[src/rud_pkg.sv]
package rud_pkg;

  // width of the dividend, divisor, quotient and remainder fields on the ports
  localparam int DATA_W = 64;

  // default operand width
  localparam int WIDTH_DEFAULT = 64;

  // request payload
  typedef struct packed {
    logic [DATA_W-1:0] dividend;
    logic [DATA_W-1:0] divisor;
  } rud_in_t;

  // result payload
  typedef struct packed {
    logic [DATA_W-1:0] quotient;
    logic [DATA_W-1:0] remainder;
    logic              divide_by_zero;
  } rud_out_t;

  // sequencer states
  typedef enum logic [1:0] {
    ST_IDLE,
    ST_RUN,
    ST_HOLD
  } rud_state_t;

endpackage

[src/restoring_unsigned_divider_core.sv]
// Unsigned restoring divider. A request carries a dividend and a divisor; only
// their low WIDTH bits are used. The result gives quotient and remainder,
// zero-extended to the port width, and a divide_by_zero flag; a zero divisor
// yields an all-ones quotient and the dividend as remainder. One shared
// WIDTH+1 bit subtract-and-compare unit produces one quotient bit per cycle
// in ST_RUN; after WIDTH bits the sequencer waits in ST_HOLD until the
// output register is free, then loads it and sets out_valid. A new request
// is taken from the cycle after the result is loaded. in_ready is high only
// in ST_IDLE, not while a division runs or waits in ST_HOLD; a finished
// result waiting in the output register does not block the next request.
module restoring_unsigned_divider_core #(
  parameter int WIDTH = rud_pkg::WIDTH_DEFAULT
) (
  input  logic             clk,
  input  logic             rst,
  input  logic             in_valid,
  output logic             in_ready,
  input  rud_pkg::rud_in_t in_data,
  output logic             out_valid,
  input  logic             out_ready,
  output rud_pkg::rud_out_t out_data
);
  import rud_pkg::*;

  localparam int CNT_W = $clog2(WIDTH);

  rud_state_t state, state_next;

  logic [WIDTH-1:0] rem, rem_next;
  logic [WIDTH-1:0] quo, quo_next;
  logic [WIDTH-1:0] den;
  logic             dbz;
  logic [CNT_W-1:0] cnt, cnt_next;

  logic             in_fire;
  logic             out_free;
  logic             load_out;
  logic             last_step;
  logic [WIDTH:0]   partial;
  logic [WIDTH+1:0] diff;

  assign in_fire   = in_valid && in_ready;
  assign out_free  = !out_valid || out_ready;
  assign last_step = (cnt == CNT_W'(WIDTH - 1));

  // shared shift-subtract unit
  assign partial = {rem, quo[WIDTH-1]};
  assign diff    = {1'b0, partial} - {2'b00, den};

  // sequencer
  always_comb begin
    state_next = state;
    rem_next   = rem;
    quo_next   = quo;
    cnt_next   = cnt;
    in_ready   = 1'b0;
    load_out   = 1'b0;
    case (state)
      ST_IDLE: begin
        in_ready = 1'b1;
        if (in_valid) begin
          rem_next   = '0;
          quo_next   = in_data.dividend[WIDTH-1:0];
          cnt_next   = '0;
          state_next = ST_RUN;
        end
      end
      ST_RUN: begin
        // restore when the trial subtraction borrows
        if (diff[WIDTH+1]) begin
          rem_next = partial[WIDTH-1:0];
          quo_next = {quo[WIDTH-2:0], 1'b0};
        end else begin
          rem_next = diff[WIDTH-1:0];
          quo_next = {quo[WIDTH-2:0], 1'b1};
        end
        cnt_next = cnt + 1'b1;
        if (last_step) begin
          state_next = ST_HOLD;
        end
      end
      ST_HOLD: begin
        if (out_free) begin
          load_out   = 1'b1;
          state_next = ST_IDLE;
        end
      end
      default: begin
        state_next = ST_IDLE;
      end
    endcase
  end

  // control registers
  always_ff @(posedge clk) begin
    if (rst) begin
      state     <= ST_IDLE;
      out_valid <= 1'b0;
      cnt       <= '0;
    end else begin
      state <= state_next;
      cnt   <= cnt_next;
      if (load_out) begin
        out_valid <= 1'b1;
      end else if (out_ready) begin
        out_valid <= 1'b0;
      end
    end
  end

  // working registers
  always_ff @(posedge clk) begin
    rem <= rem_next;
    quo <= quo_next;
    if (in_fire) begin
      den <= in_data.divisor[WIDTH-1:0];
      dbz <= (in_data.divisor[WIDTH-1:0] == '0);
    end
  end

  // result register
  always_ff @(posedge clk) begin
    if (load_out) begin
      out_data.quotient       <= DATA_W'(quo);
      out_data.remainder      <= DATA_W'(rem);
      out_data.divide_by_zero <= dbz;
    end
  end

endmodule

[config.mk]
export PLATFORM = sky130hd
export DESIGN_NAME = restoring_unsigned_divider_core
export DESIGN_NICKNAME = d
export VERILOG_FILES = /design/src/rud_pkg.sv /design/src/restoring_unsigned_divider_core.sv
export SDC_FILE = /design/constraint.sdc
export NUM_CORES = 1
export LEC_CHECK = 0
export ABC_AREA = 1
export BUFFER_PORTS_ARGS = -buffer_cell sky130_fd_sc_hd__buf_2
export CAP_MARGIN = 40
export CORE_MARGIN = 2
export CORE_UTILIZATION = 30
export DETAILED_ROUTE_END_ITERATION = 7
export GPL_TIMING_DRIVEN = 0
export REMOVE_ABC_BUFFERS = 1
export SLEW_MARGIN = 10
export SYNTH_ARGS = -nofsm -noshare
export SYNTH_HDL_FRONTEND = slang
export SYNTH_SLANG_ARGS = --single-unit
[constraint.sdc]
create_clock -name clk -period 18.02 [get_ports clk]
set_input_delay 3.604 -clock clk [delete_from_list [all_inputs] [get_ports clk]]
set_output_delay 3.604 -clock clk [all_outputs]
set_load 0.02 [all_outputs]
==> results.cfg <==
[status]
status = complete, no violations

[sta]
hold_slack_ns = 0.449
slew_headroom = 0.476
tightest_slew_ns = 0.786
clock_skew_ns = 0.0259
rsz0062_at_grt = no
finalHoldViolCount = 0
fin_ws_ns = 12.91
max_freq_mhz = 196
slew_violations = 0
setup_tns_ns = 0
setup_viol = 0
fin_crit_ns = 5.11
timing.final.crit_share = 0.284

[global_routing]
grt_pass1_vias = 14700
antenna_found_initial = 6
grtUsageMet1 = 0.214
grt_max_degree = 83
busiest_layer = met2
use_met3 = 0.0298
grt_pass1_wl_mm = 82.6
use_met2 = 0.284
gr-usage-all-layers = 0.167
overflow = 0

[pwr]
internal-power_mw = 1.75
swShare = 0.363
p_leak_nw = 11.1
vdd_drop_max_uv = 61.0
total_power_mw = 2.74
p_per_area_nw_per_um2 = 122
switchingPower_mw = 0.996
power_frac_comb = 0.328
clockPowerShare = 0.287
seqPwrFrac = 0.385

[clocking]
clock-sinks = 331
cts_tree = built
cts_buffer_depth = 3
clock_latency_ns = 0.57
cts_made_buffers = 38
cts_hold_buf = 0
clk_pin_slew_ns = 0.06
root_buffer = clkbuf_16
cts_resized = 0
postCtsSetupRepairBufs = 0
cts-htree-levels = 2

[detailed_routing]
via_per_inst = 4.35
drtPass1Iterations = 5
vias = 15000
drc = 0
finalWirelength_mm = 54.2
drtAntennaViolNets = 0
wl_per_cell_um = 15.7
drt_iter0_markers = 1093

[placement]
dp_slack_ns = 12.26
io_buffers = 262
dp.final_hpwl_mm = 43.0
dp_cells = 3380
place.gp.congestion = 0.933
postPlaceCellArea_um2 = 21200

[worst_setup_path]
critPathMaxFanout = 82
critical_path_class = in2reg
cp.required_ns = 18.21
arrival_ns = 5.31
cp-start-kind = input pin
worstReg2RegStart = rem[31]
r2r-end = rem[18]
r2r_slack_ns = 14.14
end_kind = flip-flop
ff2ff_path_depth = 14

[die]
dieWidth_um = 254
core-area_um2 = 61800
dieArea_um2 = 64600
start_util = 0.304
die_y_um = 254
io_pins = 263
fp-row-count = 91

[flow_run]
max_cap_violations = 0

[cells_and_area]
fill_cells = 6475
areaGrowthSynthToFinish_pct = 19.7
stdcell_area_um2 = 22500
layout-drive-gt1-share = 0.155
multi_input_area_um2 = 7060
layout.nets = 2781
final_core_util = 0.363
seqCellArea_um2 = 9850
instances_no_fill = 3451

[min_path]
hold_end = out_data[80]
hold_depth = 0
hp-start = quo[15]
hold_path_class = reg2reg

[synthesis]
synth.area.top_cells = edfxtp_1 (51%), nand2_1 (19%), inv_1 (8.6%)
ys_seq_area_frac = 0.524
ys_ff_latch = 331
avgSynthCellArea_um2 = 8.15
yosysTopAreaCell = edfxtp_1
ys_top_cells_by_count = nand2_1 (940), inv_1 (431), edfxtp_1 (322)
yosysTopAreaCellShare = 0.515
synth-edff-count = 322
syn_area_um2 = 18800
async_reset_ff_frac = 0
synth.most_common_cell = nand2_1
synth_flop_cell = edfxtp_1
ys_types = 37
ys_warn_count = 0
syn-instance-count = 2304
==> kinds of logic (layout without fill, tap and decap cells) <==
kind of cell / count (synthesis) / count (layout) / synth area share
flops: 331 / 331 / 0.524
xor+xnor: 31 / 31 / 0.0145
other cells: 0 / 3 / 0
simple gates: 1336 / 1336 / 0.298
buf+inv: 478 / 785 / 0.101
compound gates: 62 / 62 / 0.0175
fa+ha+maj: 66 / 66 / 0.0444
==> placed cells by master (no fill, tap or decap), types with 16 or more instances in the layout <==
cell	instances
nand3_2	16
buf_2	262
nor2_2	26
nand4_1	22
nand3_1	47
a21oi_1	47
inv_1	430
clkbuf_16	39
ha_1	65
nor2_1	195
xor2_1	30
edfxtp_1	322
nand3b_1	39
nor4_1	19
nand2_1	940
==> power by group through the flow <==
| stage | Sequential [mW] | Clock, mW | Combinational, mW |
|---|---|---|---|
| 5_1_grt | 1.07 | 0.843 | 1.02 |
| 6_report | 1.06 | 0.788 | 0.899 |
| 3_5_place_dp | 1.07 | 0 | 0.899 |
| 4_1_cts | 1.06 | 0.817 | 0.904 |
| 3_3_place_gp | 1.09 | 0 | 0.892 |
| 2_1_floorplan | 1.09 | 0 | 0.599 |
==> final cells by class <==
class,instances,share of cell area
Sequential cell,331,0.438
Multi-Input combinational cell,1495,0.314
Inverter,442,0.0741
Timing Repair Buffer,275,0.0706
Tap cell,837,0.0466
Clock buffer,44,0.0443
Clock inverter,24,0.0116
Antenna cell,3,0.000334
==> sequential cells by signal, summed over array words and instances (netlist names) <==
signal	cells
out_valid	1
out_data	129
den	64
dbz	1
quo	64
cnt	6
state	2
rem	64
==> worst max-delay path, cell delays in order <==
cell and delay, ns:
buf_2 0.09, inv_1 0.05, nor2_4 0.40, nor2_1 0.23
inv_6 0.42, buf_16 0.37
==> layer usage <==
metal	vias up	wire [um]
met3	101	3050
met4	2	1790
li1	7729	-
met2	384	25100
met5	-	16
met1	6782	24200
==> worst max-delay path by stage <==
| stage | from | to | slack, ns |
|---|---|---|---|
| final | in_valid | quo[1] | 12.91 |
| after global routing | in_valid | quo[35] | 12.76 |
| after CTS | in_valid | quo[33] | 12.88 |
| after detailed placement | in_valid | quo[31] | 12.26 |
| after global placement | state[0] | quo[31] | 3.80 |
| after floorplan | in_valid | quo[0] | 7.98 |
Note: power is estimated with default switching activity, not from simulation.
